===== src/rtl/gpu_buffer_region_table_top_assert.svh =====
// Assertion macros shared by the region table RTL.
// Both sample on the rising edge of clk_i and are off while rst_ni is low.
`ifndef GPU_BUFFER_REGION_TABLE_TOP_ASSERT_SVH
`define GPU_BUFFER_REGION_TABLE_TOP_ASSERT_SVH

// The consequent must hold in the same cycle as the antecedent.
`define GBRT_ASSERT_IMPL(label, ante, cons) \
  label: assert property (@(posedge clk_i) disable iff (!rst_ni) (ante) |-> (cons)) \
    else $error("region table assertion failed");

// The consequent must hold in the cycle after the antecedent.
`define GBRT_ASSERT_NEXT(label, ante, cons) \
  label: assert property (@(posedge clk_i) disable iff (!rst_ni) (ante) |=> (cons)) \
    else $error("region table assertion failed");

`endif


===== src/rtl/gbrt_pkg.sv =====
package gbrt_pkg;

  // Fixed field widths.
  localparam int unsigned ADDR_W      = 64;
  localparam int unsigned KIND_W      = 2;
  localparam int unsigned IDX_IN_W    = 16;
  localparam int unsigned ID_W        = 6;
  localparam int unsigned STATUS_W    = 4;
  localparam int unsigned MAX_REGIONS_DEF = 64;

  // A dword is four bytes.
  localparam int unsigned DWORD_SHIFT = 2;

  typedef enum logic [KIND_W-1:0] {
    KIND_REGISTER       = 2'd0,
    KIND_RESOLVE_BYTES  = 2'd1,
    KIND_RESOLVE_DWORDS = 2'd2,
    KIND_READ           = 2'd3
  } kind_e;

  typedef enum logic [STATUS_W-1:0] {
    ST_OK       = 4'd0,
    ST_ZERO     = 4'd1,
    ST_OVERFLOW = 4'd2,
    ST_OVERLAP  = 4'd3,
    ST_FULL     = 4'd4,
    ST_PARTIAL  = 4'd5,
    ST_UNMAPPED = 4'd6,
    ST_PAYLOAD  = 4'd7,
    ST_NO_ENTRY = 4'd8
  } status_e;

  typedef enum logic [2:0] {
    CS_IDLE,
    CS_SETUP,
    CS_SCAN,
    CS_READ,
    CS_OUT
  } ctrl_state_e;

  // One stored region: base, size and the precomputed end (base + size).
  typedef struct packed {
    logic [ADDR_W-1:0] base;
    logic [ADDR_W-1:0] size;
    logic [ADDR_W-1:0] lim;
  } region_t;

  // Commands from the controller to the datapath.
  typedef struct packed {
    logic capture;
    logic setup;
    logic scan;
    logic read_fin;
    logic load_out;
  } gbrt_cmd_t;

  // Status from the datapath to the controller.
  typedef struct packed {
    logic need_scan;
    logic need_read;
    logic scan_stop;
    logic out_free;
  } gbrt_stat_t;

endpackage


===== src/rtl/gbrt_ctrl.sv =====
module gbrt_ctrl (
  input  logic               clk_i,
  input  logic               rst_ni,
  input  logic               in_valid_i,
  output logic               in_stall_o,
  input  gbrt_pkg::gbrt_stat_t stat_i,
  output gbrt_pkg::gbrt_cmd_t  cmd_o
);
  import gbrt_pkg::*;

  ctrl_state_e state_q, state_d;

  // State register.
  always_ff @(posedge clk_i or negedge rst_ni) begin
    if (!rst_ni) begin
      state_q <= CS_IDLE;
    end else begin
      state_q <= state_d;
    end
  end

  // Next state.
  always_comb begin
    state_d = state_q;
    unique case (state_q)
      CS_IDLE: begin
        if (in_valid_i) begin
          state_d = CS_SETUP;
        end
      end
      CS_SETUP: begin
        priority if (stat_i.need_scan) begin
          state_d = CS_SCAN;
        end else if (stat_i.need_read) begin
          state_d = CS_READ;
        end else begin
          state_d = CS_OUT;
        end
      end
      CS_SCAN: begin
        if (stat_i.scan_stop) begin
          state_d = CS_OUT;
        end
      end
      CS_READ: begin
        state_d = CS_OUT;
      end
      CS_OUT: begin
        if (stat_i.out_free) begin
          state_d = CS_IDLE;
        end
      end
      default: begin
        state_d = CS_IDLE;
      end
    endcase
  end

  // Outputs: one command per state, the item enters only in idle.
  always_comb begin
    cmd_o      = '0;
    in_stall_o = 1'b1;
    unique case (state_q)
      CS_IDLE: begin
        in_stall_o    = 1'b0;
        cmd_o.capture = in_valid_i;
      end
      CS_SETUP: begin
        cmd_o.setup = 1'b1;
      end
      CS_SCAN: begin
        cmd_o.scan = 1'b1;
      end
      CS_READ: begin
        cmd_o.read_fin = 1'b1;
      end
      CS_OUT: begin
        cmd_o.load_out = stat_i.out_free;
      end
      default: begin
        in_stall_o = 1'b1;
      end
    endcase
  end

endmodule


===== config.mk =====
export PLATFORM = sky130hd
export DESIGN_NAME = gbrt_ctrl
export DESIGN_NICKNAME = d
export VERILOG_FILES = /design/src/rtl/gpu_buffer_region_table_top_assert.svh /design/src/rtl/gbrt_pkg.sv /design/src/rtl/gbrt_ctrl.sv
export SDC_FILE = /design/constraint.sdc
export NUM_CORES = 1
export LEC_CHECK = 0
export ABC_AREA = 1
export BUFFER_PORTS_ARGS = -buffer_cell sky130_fd_sc_hd__buf_2
export CAP_MARGIN = 25
export CORE_AREA = 4 4 41 43
export DETAILED_ROUTE_END_ITERATION = 6
export DIE_AREA = 0 0 45 47
export GPL_ROUTABILITY_DRIVEN = 0
export PLACE_DENSITY = 0.34
export SETUP_SLACK_MARGIN = 0.1
export SLEW_MARGIN = 20
export SYNTH_ARGS = -nofsm -noshare
export SYNTH_HDL_FRONTEND = slang
export SYNTH_SLANG_ARGS = --single-unit

===== constraint.sdc =====
create_clock -name clk_i -period 1.6 [get_ports clk_i]
set_input_delay 0.32 -clock clk_i [delete_from_list [all_inputs] [get_ports clk_i]]
set_output_delay 0.32 -clock clk_i [all_outputs]
set_load 0.1 [all_outputs]

Yosys cells after proc, flatten, opt, wreduce, memory -nomap -nowiden:

Cells that the tools add are included.

* bitwise operators: 0
* magnitude comparators: 0
* div/mod/pow operators: 0
* shift operators: 0
* equal/unequal tests: 7
* add/subtract/negate cells: 0
* $mul: 0
* reduce and logical (&&, ||, !) cells: 2
* muxes and demuxes: 12

Operator list (count)
* $mux 3: 5
* $pmux 3 s5: 1
* $eq 3x2->1 const B: 2
* $mux 1: 6
* $ne 2x2->1 const B: 3
* $eq 3x1->1 const B: 1
* $eq 3x3->1 const B: 1
* $logic_not 3->1: 1
* $reduce_and 3->1: 1

* bits in latches: 0
* bits in read-only memories: 0
* register bits after elaboration: 3
* input bits: 7
* memory bits (writable): 0
* output and inout port bits: 6
* memories kept: 0
* logic and storage cells: 22

Logic depth before layout (Yosys ltp):

Gate-level depths: netlist (run 1).

* depth after elaboration: 3
* mapped depth: 5
* mapped depth without buffers: 5

Worst setup path after synthesis (run 1):

OpenSTA, ideal clock, no wires.

* path type: reg2out
* start: register state_q[1]
* end: output port cmd_o[0] (netlist bit)
* data required time: 1280 ps
* data arrival time: 3365 ps
* stages on the path, launching flop included: 2
* path slack: -2085 ps
* path buffers: 0
* cell sequence: dfrtp_1 nor4_1

RTL lines
* start: declaration: line gbrt_ctrl.sv:11 `ctrl_state_e state_q, state_d;`
* start signal: assignment: line gbrt_ctrl.sv:18 `state_q <= state_d;`
* end: declaration: line gbrt_ctrl.sv:7 `output gbrt_pkg::gbrt_cmd_t cmd_o`

==> results of run 1 <==
==> worst register-to-register path, stage by stage (launching register included) <==
cell and delay (ns):
dfrtp_2 0.43, buf_6 0.13, buf_4 0.13, nor2_2 0.13, nand3_2 0.10, nand2_1 0.07
o21ai_1 0.06
==> logic make-up after synthesis <==
kind of cell,count (synthesis)
and+or+nand+nor,18
buffers and inverters,8
AOI/OAI and AO/OA,4
DFF,3
==> worst paths after layout <==
kind                                         from                      to  slack [ns]
hold reg to reg            state_q[1]$_DFFE_PN0P_  state_q[1]$_DFFE_PN0P_        0.68
setup / recovery           state_q[2]$_DFFE_PN0P_                cmd_o[4]        0.03
max in group asynchronous                  rst_ni  state_q[2]$_DFFE_PN0P_        1.07
hold / removal                          stat_i[1]  state_q[1]$_DFFE_PN0P_        0.40
setup reg to reg           state_q[2]$_DFFE_PN0P_  state_q[2]$_DFFE_PN0P_        0.41
min in group asynchronous                  rst_ni  state_q[1]$_DFFE_PN0P_        0.42
==> per-stage QoR <==
stage | setup TNS, ns | instances
2_1_floorplan | -1.145 | 33
3_3_place_gp | 0 | 62
3_5_place_dp | 0 | 62
4_1_cts | 0 | 70
5_1_grt | -0.005475 | 72
6_report | 0 | 72
==> layout make-up <==
type                       count  area, sq um  area share (%)
sequential                     3        78.83           14.35
inverter                       8        30.03           5.467
multi-input combinational     22        175.2           31.89
clock buffer                   4        26.28           4.784
tap                           15        18.77           3.417
timing repair buffer          20        220.2           40.09
==> what timing repair did <==
item / 4_1_cts / 5_1_grt
hold buffers: 1 / 0
pin swaps: 3 / 2
hold endpoints to repair: 3 / 0
buffers inserted: 3 / 2
setup endpoints to repair: 5 / 5
gates resized for setup: 6 / 2
==> cell usage after synthesis <==
library cell	number	share of area, %
a21oi_1	2	4.6
o31ai_1	1	3.4
o21ai_1	1	2.3
dfrtp_1	3	34
nand3_2	1	4.6
nand2_2	1	2.9
nor2_1	7	12
nor2_2	2	5.7
inv_1	6	10
nand2_1	1	1.7
nand3_1	3	6.9
nor3_1	2	4.6
inv_2	2	3.4
nor4_1	1	2.9
==> cell usage in the layout (no fill, tap or decap) <==
master / synthesis / final
clkbuf_4: 0 / 3
buf_2: 0 / 6
buf_6: 0 / 2
o21ai_1: 1 / 1
inv_1: 6 / 5
a21oi_1: 2 / 2
buf_4: 0 / 5
clkbuf_1: 0 / 1
buf_12: 0 / 6
o31ai_1: 1 / 1
dfrtp_2: 0 / 3
nor3_4: 0 / 2
inv_2: 2 / 3
nand3_1: 3 / 3
nand3_2: 1 / 1
nor2_4: 0 / 3
nor2_2: 2 / 1
nand2_4: 0 / 1
nand2_1: 1 / 1
dlygate4sd3_1: 0 / 1
nor2_1: 7 / 5
nor4_4: 0 / 1
==> metal layers <==
metal | track usage, % | vias up | wire (um) | share of wire [%]
met5 | 0 | - | 0 | 0
met4 | 5.263 | 0 | 0 | 0
met2 | 14.12 | 12 | 363 | 51
met3 | 1.149 | 0 | 42 | 5.9
li1 | - | 154 | - | -
met1 | 8.467 | 130 | 308 | 43
==> flow_summary.json, run 1 <==
{
  "status": "finished clean",
  "setup.worst_path.class": "register to primary output",
  "die_height_um": 47,
  "ant_nets": 0,
  "largest_reg_flops": 3,
  "cp.required_ns": 1.28,
  "max_freq_mhz": 637.7,
  "synth-simple-area-share_pct": 41.38,
  "drc": 0,
  "cp_slowest_cell": "dfrtp_2",
  "final_core_util_pct": 42.21,
  "grt_max_degree": 6,
  "drt-total-wl_um": 714,
  "ys_seq_area_share_pct": 34.48,
  "worst-path-max-fanout": 3,
  "yosys_warnings": 0,
  "gr-total-overflow": 0,
  "fp.dieW_um": 45,
  "synth_compound_area_share_pct": 10.34,
  "dieArea_sq_um": 2115,
  "clk_pin_slew_ns": 0.03,
  "cts_tree": "yes",
  "hold_path_class": "input pin to register",
  "io_pins": 13,
  "max_stage_delay_ns": 0.43,
  "fin_crit_sh_pct": 98.00,
  "cts_sinks": 3,
  "grt_pass1_vias": 325,
  "syn_to_final_growth_pct": 152.3,
  "drive_gt1_share_pct": 64.91,
  "antenna_found_initial": 0,
  "dr.pass1.iters": 4,
  "worstMarginPinSlew_ns": 0.2678,
  "drv_slew": 0,
  "end_kind": "primary output",
  "largestRegisters": "state_q x3",
  "yosys.area_share.xor_xnor_pct": 0,
  "synth_cell_type_count": 14,
  "setup_viol": 0,
  "synth_area_per_cell_sq_um": 6.597,
  "drt_iter0_drc": 3,
  "place_area_sq_um": 445.4,
  "core_area_sq_um": 1301,
  "clockBufferDepth": 2,
  "gr-usage-all-layers_pct": 7.838,
  "cp.arrival_ns": 1.25,
  "synth_nets": 40,
  "start_util_pct": 16.73,
  "layout_setup_ws_ns": 0.03193,
  "dp_hpwl_um": 549.1,
  "viasPerCell": 4.111,
  "whs_ns": 0.4013,
  "ys_ff_latch": 3,
  "dp_slack_ns": 0.1318,
  "htree_levels": 1,
  "rows": 13,
  "design_area_sq_um": 549.3,
  "maxSlewHeadroom_pct": 82.01,
  "r2r_cells": 6,
  "synth_adder_area_share_pct": 0,
  "fillers": 147,
  "crit_family": "flip-flops",
  "netlist_area_sq_um": 217.7,
  "wl_per_cell_um": 9.917,
  "n_antenna_cell": 0,
  "postSynthCellCount": 33,
  "cts-root-buf": "clkbuf_4",
  "hold_viol_final": 0,
  "finalCriticalPeriod_ns": 1.568,
  "port-buffer-count": 12,
  "rsz0062_at_grt": "true",
  "whs_path_depth": 4,
  "crit_chain": "nor3_4 > inv_2 > nor2_4 > buf_12",
  "crit_buf_inv": 2,
  "start_kind": "register",
  "cp.depth": 4,
  "finalNetCount": 65,
  "maxCapViolCount": 0,
  "largest-register": "state_q",
  "insertion_delay_ns": 0.22,
  "synth_top_family_by_area": "simple AND/OR/NAND/NOR gates",
  "cts_buffers": 3,
  "fin_skew_ns": 0.0006076,
  "vias": 296,
  "grt_pass1_wl_um": 1200,
  "muxShareOfSynthArea_pct": 0
}
Power of run 1 is not shown: default switching activity piles up to over one toggle a cycle in this logic, so the estimate is an artifact.
==> run 2, diff against run 1 <==
--- a/config.mk
+++ b/config.mk
@@ -13,6 +13,7 @@
 export DIE_AREA = 0 0 45 47
 export GPL_ROUTABILITY_DRIVEN = 0
 export PLACE_DENSITY = 0.34
+export RECOVER_POWER = 25
 export SETUP_SLACK_MARGIN = 0.1
 export SLEW_MARGIN = 20
 export SYNTH_ARGS = -nofsm -noshare
==> run 2 against run 1 <==
Register-to-register slack is essentially flat. Non-clock buffer count unchanged. Critical path depth unchanged. Maximum frequency is essentially flat. Sequential cell count did not move. Worst setup slack barely moved.
==> flow_summary.json, run 2 (synthesized netlist as in run 1, its figures left out) <==
{
  "status": "finished clean",
  "drc": 0,
  "dieArea_sq_um": 2115,
  "grtUsageMet2_pct": 14.12,
  "mostFrequentLayoutCell": "buf_12",
  "cts_buffers": 3,
  "largest-register": "state_q",
  "ant_nets": 0,
  "final_cell_mix": "buf_12 (6), inv_1 (5), nor2_1 (5), buf_2 (5), buf_4 (5)",
  "hold_path_class": "input pin to register",
  "clockBufferDepth": 2,
  "io_pins": 13,
  "use_met1_pct": 8.467,
  "start_util_pct": 16.73,
  "dr.pass1.iters": 4,
  "layout_setup_ws_ns": 0.03227,
  "setup.worst_path.class": "register to primary output",
  "viasPerCell": 4.111,
  "largestRegisters": "state_q x3",
  "grt_pass1_vias": 325,
  "cts_sinks": 3,
  "clk_pin_slew_ns": 0.03,
  "setup_viol": 0,
  "hold_viol_final": 0,
  "maxCapViolCount": 0,
  "fp.dieW_um": 45,
  "gr-usage-all-layers_pct": 7.838,
  "end_kind": "primary output",
  "gr-total-overflow": 0,
  "cp.required_ns": 1.28,
  "whs_ns": 0.4013,
  "core_area_sq_um": 1301,
  "maxSlewHeadroom_pct": 82.01,
  "largest_reg_flops": 3,
  "dp_slack_ns": 0.1318,
  "max_freq_mhz": 637.9,
  "cts_tree": "yes",
  "worst-path-max-fanout": 3,
  "drt-total-wl_um": 714,
  "fin_skew_ns": 0.0006076,
  "grt_pass1_wl_um": 1200,
  "n_antenna_cell": 0,
  "die_height_um": 47,
  "insertion_delay_ns": 0.22,
  "busiest_layer": "met2",
  "syn_to_final_growth_pct": 151.7,
  "rows": 13,
  "htree_levels": 1,
  "start_kind": "register",
  "drive_gt1_share_pct": 63.16,
  "dp_hpwl_um": 549.1,
  "drv_slew": 0,
  "wl_per_cell_um": 9.917,
  "grt_max_degree": 6,
  "cts-root-buf": "clkbuf_4",
  "port-buffer-count": 12,
  "worstMarginPinSlew_ns": 0.2678,
  "vias": 296,
  "finalNetCount": 65,
  "finalCriticalPeriod_ns": 1.568,
  "antenna_found_initial": 0,
  "drt_iter0_drc": 3,
  "rsz0062_at_grt": "true",
  "grt_use_met3_pct": 1.149,
  "fin_crit_sh_pct": 97.98,
  "cp.arrival_ns": 1.25
}
==> run 2: cell type report <==
| class | count | area [sq um] |
|---|---|---|
| clock buffer | 4 | 26.28 |
| fill | 148 | 753.2 |
| inverter | 8 | 30.03 |
| multi-input combinational | 22 | 175.2 |
| sequential | 3 | 78.83 |
| tap | 15 | 18.77 |
| timing repair buffer | 20 | 219.0 |
==> run 2: worst paths after layout <==
kind                                   startpoint  slack (ns)                     end  depth (start not counted)
max in group asynchronous                  rst_ni        1.00  state_q[2]$_DFFE_PN0P_                          2
setup / recovery           state_q[2]$_DFFE_PN0P_        0.03                cmd_o[4]                          4
hold / removal                          stat_i[1]        0.40  state_q[1]$_DFFE_PN0P_                          4
min in group asynchronous                  rst_ni        0.43  state_q[1]$_DFFE_PN0P_                          2
setup reg to reg           state_q[2]$_DFFE_PN0P_        0.41  state_q[0]$_DFFE_PN0P_                          6
hold reg to reg            state_q[1]$_DFFE_PN0P_        0.68  state_q[1]$_DFFE_PN0P_                          2
==> run 2: through the flow <==
step,cells,TNS [ns],area (sq um),utilization (%)
final,72,0,548.0,42.12
after global routing,72,-0.005475,548.0,42.12
after CTS,70,0,525.5,40.38
after detailed placement,62,0,445.4,34.23
after global placement,62,0,445.4,34.23
after floorplan,33,-1.145,261.5,-
==> run 2: repair_timing <==
action,in CTS,in global routing
gates resized for setup,6,2
setup endpoints to repair,5,5
pin swaps,3,2
hold buffers,1,0
setup buffers,3,2
hold endpoints to repair,3,0
==> run 2: worst max-delay path, stage by stage, from the launching register on <==
cell	delay [ns]
dfrtp_2	0.43
nor3_4	0.22
inv_2	0.09
nor2_4	0.10
buf_12	0.18
==> run 2: routing by layer <==
metal,vias to the layer above,routed length (um),part of all wire [%]
li1,154,-,-
met1,130,307,43
met2,12,364,51
met3,0,42,5.9
met4,0,0,0
met5,-,0,0
Power of run 2 is left out for the same reason.
==> run 3, diff against run 2 <==
==> constraint.sdc (replaced) <==
create_clock -name clk_i -period 1.6 [get_ports clk_i]
set_input_delay 0.16 -clock clk_i [delete_from_list [all_inputs] [get_ports clk_i]]
set_output_delay 0.16 -clock clk_i [all_outputs]
set_load 0.1 [all_outputs]
==> run 3 against run 2 <==
Clock skew up 0.0011 ns. Worst setup slack better by 0.11 ns. Maximum frequency up 7.5%. Register-to-register slack better by 0.11 ns. Clock-buffer cell count unchanged. Hold slack worse by 0.17 ns. First-iteration DRC count down 67%. Critical path type unchanged. Highest routed layer is now met4.
==> flow_summary.json, run 3 (synthesized netlist as in run 1, its figures left out) <==
{
  "hold_path_class": "input pin to register",
  "wl_per_cell_um": 9.677,
  "r2r-end": "state_q[0]$_DFFE_PN0P_",
  "fp.dieW_um": 45,
  "core_area_sq_um": 1301,
  "drt-total-wl_um": 629,
  "grt_pass1_wl_um": 938,
  "fin_crit_sh_pct": 91.13,
  "startpoint": "state_q[1]$_DFFE_PN0P_",
  "hold_viol_final": 0,
  "final_core_util_pct": 36.63,
  "syn_to_final_growth_pct": 119.0,
  "largest-register": "state_q",
  "r2r_cells": 5,
  "clockBufferDepth": 2,
  "end_kind": "primary output",
  "largestRegisters": "state_q x3",
  "grt_pass1_vias": 241,
  "fin_skew_ns": 0.001716,
  "cts_buffers": 3,
  "gr-usage-all-layers_pct": 6.577,
  "largest_reg_flops": 3,
  "maxSlewHeadroom_pct": 82.69,
  "cp.arrival_ns": 1.30,
  "rrSetupSlack_ns": 0.52,
  "crit_path_end": "cmd_o[4]",
  "setup.worst_path.class": "register to primary output",
  "port-buffer-count": 12,
  "rsz0062_at_grt": "false",
  "io_pins": 13,
  "dr.pass1.iters": 3,
  "start_kind": "register",
  "ant_nets": 0,
  "dp_slack_ns": 0.2788,
  "die_height_um": 47,
  "status": "finished clean",
  "worstMarginPinSlew_ns": 0.2577,
  "cp.required_ns": 1.44,
  "dp_hpwl_um": 472.1,
  "final_cell_mix": "buf_12 (6), inv_1 (5), nor2_1 (5), buf_2 (5)",
  "drt_iter0_drc": 1,
  "reg2reg_from": "state_q[2]$_DFFE_PN0P_",
  "dieArea_sq_um": 2115,
  "insertion_delay_ns": 0.23,
  "gr-total-overflow": 0,
  "setup_viol": 0,
  "cts_tree": "yes",
  "n_antenna_cell": 0,
  "worst-path-max-fanout": 6,
  "finalNetCount": 58,
  "grt_max_degree": 7,
  "clk_pin_slew_ns": 0.04,
  "drv_slew": 0,
  "post-cts-setup-buffers": 0,
  "start_util_pct": 16.73,
  "drc": 0,
  "rows": 13,
  "cts-root-buf": "clkbuf_4",
  "cts_sinks": 3,
  "max_freq_mhz": 685.9,
  "layout.area.seq_sq_um": 78.83,
  "vias": 258,
  "layout_setup_ws_ns": 0.1420,
  "antenna_found_initial": 0,
  "htree_levels": 1,
  "finalCriticalPeriod_ns": 1.458,
  "mostFrequentLayoutCell": "buf_12",
  "fillers": 142,
  "viasPerCell": 3.969,
  "maxCapViolCount": 0,
  "multi_input_area_sq_um": 163.9,
  "drive_gt1_share_pct": 58.00
}
## run 3: cell types whose count changed in the layout (fill, tap and decap cells not counted)
cell / before / now
buf_4: 5 / 0
buf_6: 2 / 0
nand2_2: 0 / 1
nand2_4: 1 / 0
nor3_2: 0 / 1
nor3_4: 2 / 1
## run 3: worst min path at each step
stage               startpoint  cells past startpoint                     end
floorplan               rst_ni                      0  state_q[0]$_DFFE_PN0P_
finish               stat_i[1]                      4  state_q[1]$_DFFE_PN0P_
global route         stat_i[1]                      4  state_q[1]$_DFFE_PN0P_
CTS                  stat_i[1]                      4  state_q[1]$_DFFE_PN0P_
global placement        rst_ni                      1  state_q[2]$_DFFE_PN0P_
detailed placement      rst_ni                      1  state_q[2]$_DFFE_PN0P_
## run 3: through the flow
stage | instances | hold WS [ns] | cell area, sq um | TNS [ns]
6_report | 65 | 0.2294 | 476.7 | 0
5_1_grt | 65 | 0.2700 | 476.7 | 0
4_1_cts | 65 | 0.2230 | 465.4 | 0
3_5_place_dp | 60 | -0.04398 | 421.7 | 0
3_3_place_gp | 60 | -0.04412 | 421.7 | 0
2_1_floorplan | 33 | -0.1356 | 252.7 | -0.8939
## run 3: critical path, stage by stage, from the launching register on
cell and delay (ns):
dfrtp_2 0.48, nor3_4 0.22, inv_2 0.08, nor2_4 0.10, buf_12 0.18
## run 3: what timing repair did
item,4_1_cts,5_1_grt
endpoints found under the setup margin,1,3
hold buffers,1,0
hold endpoints to repair,3,0
resized for setup,4,3
## run 3: per-layer routing
layer	GRT usage, %	share of wire [%]
met1	7.798	44
met2	8.475	45
met3	1.533	8.4
met4	8.772	3.0
met5	0	0
## run 3: area by class of cell
type / instances / share of cell area [%]
tap: 15 / 3.937
inverter: 8 / 6.299
multi-input combinational: 22 / 34.38
sequential: 3 / 16.54
timing repair buffer: 13 / 33.33
clock buffer: 4 / 5.512
Power of run 3 is left out for the same reason.
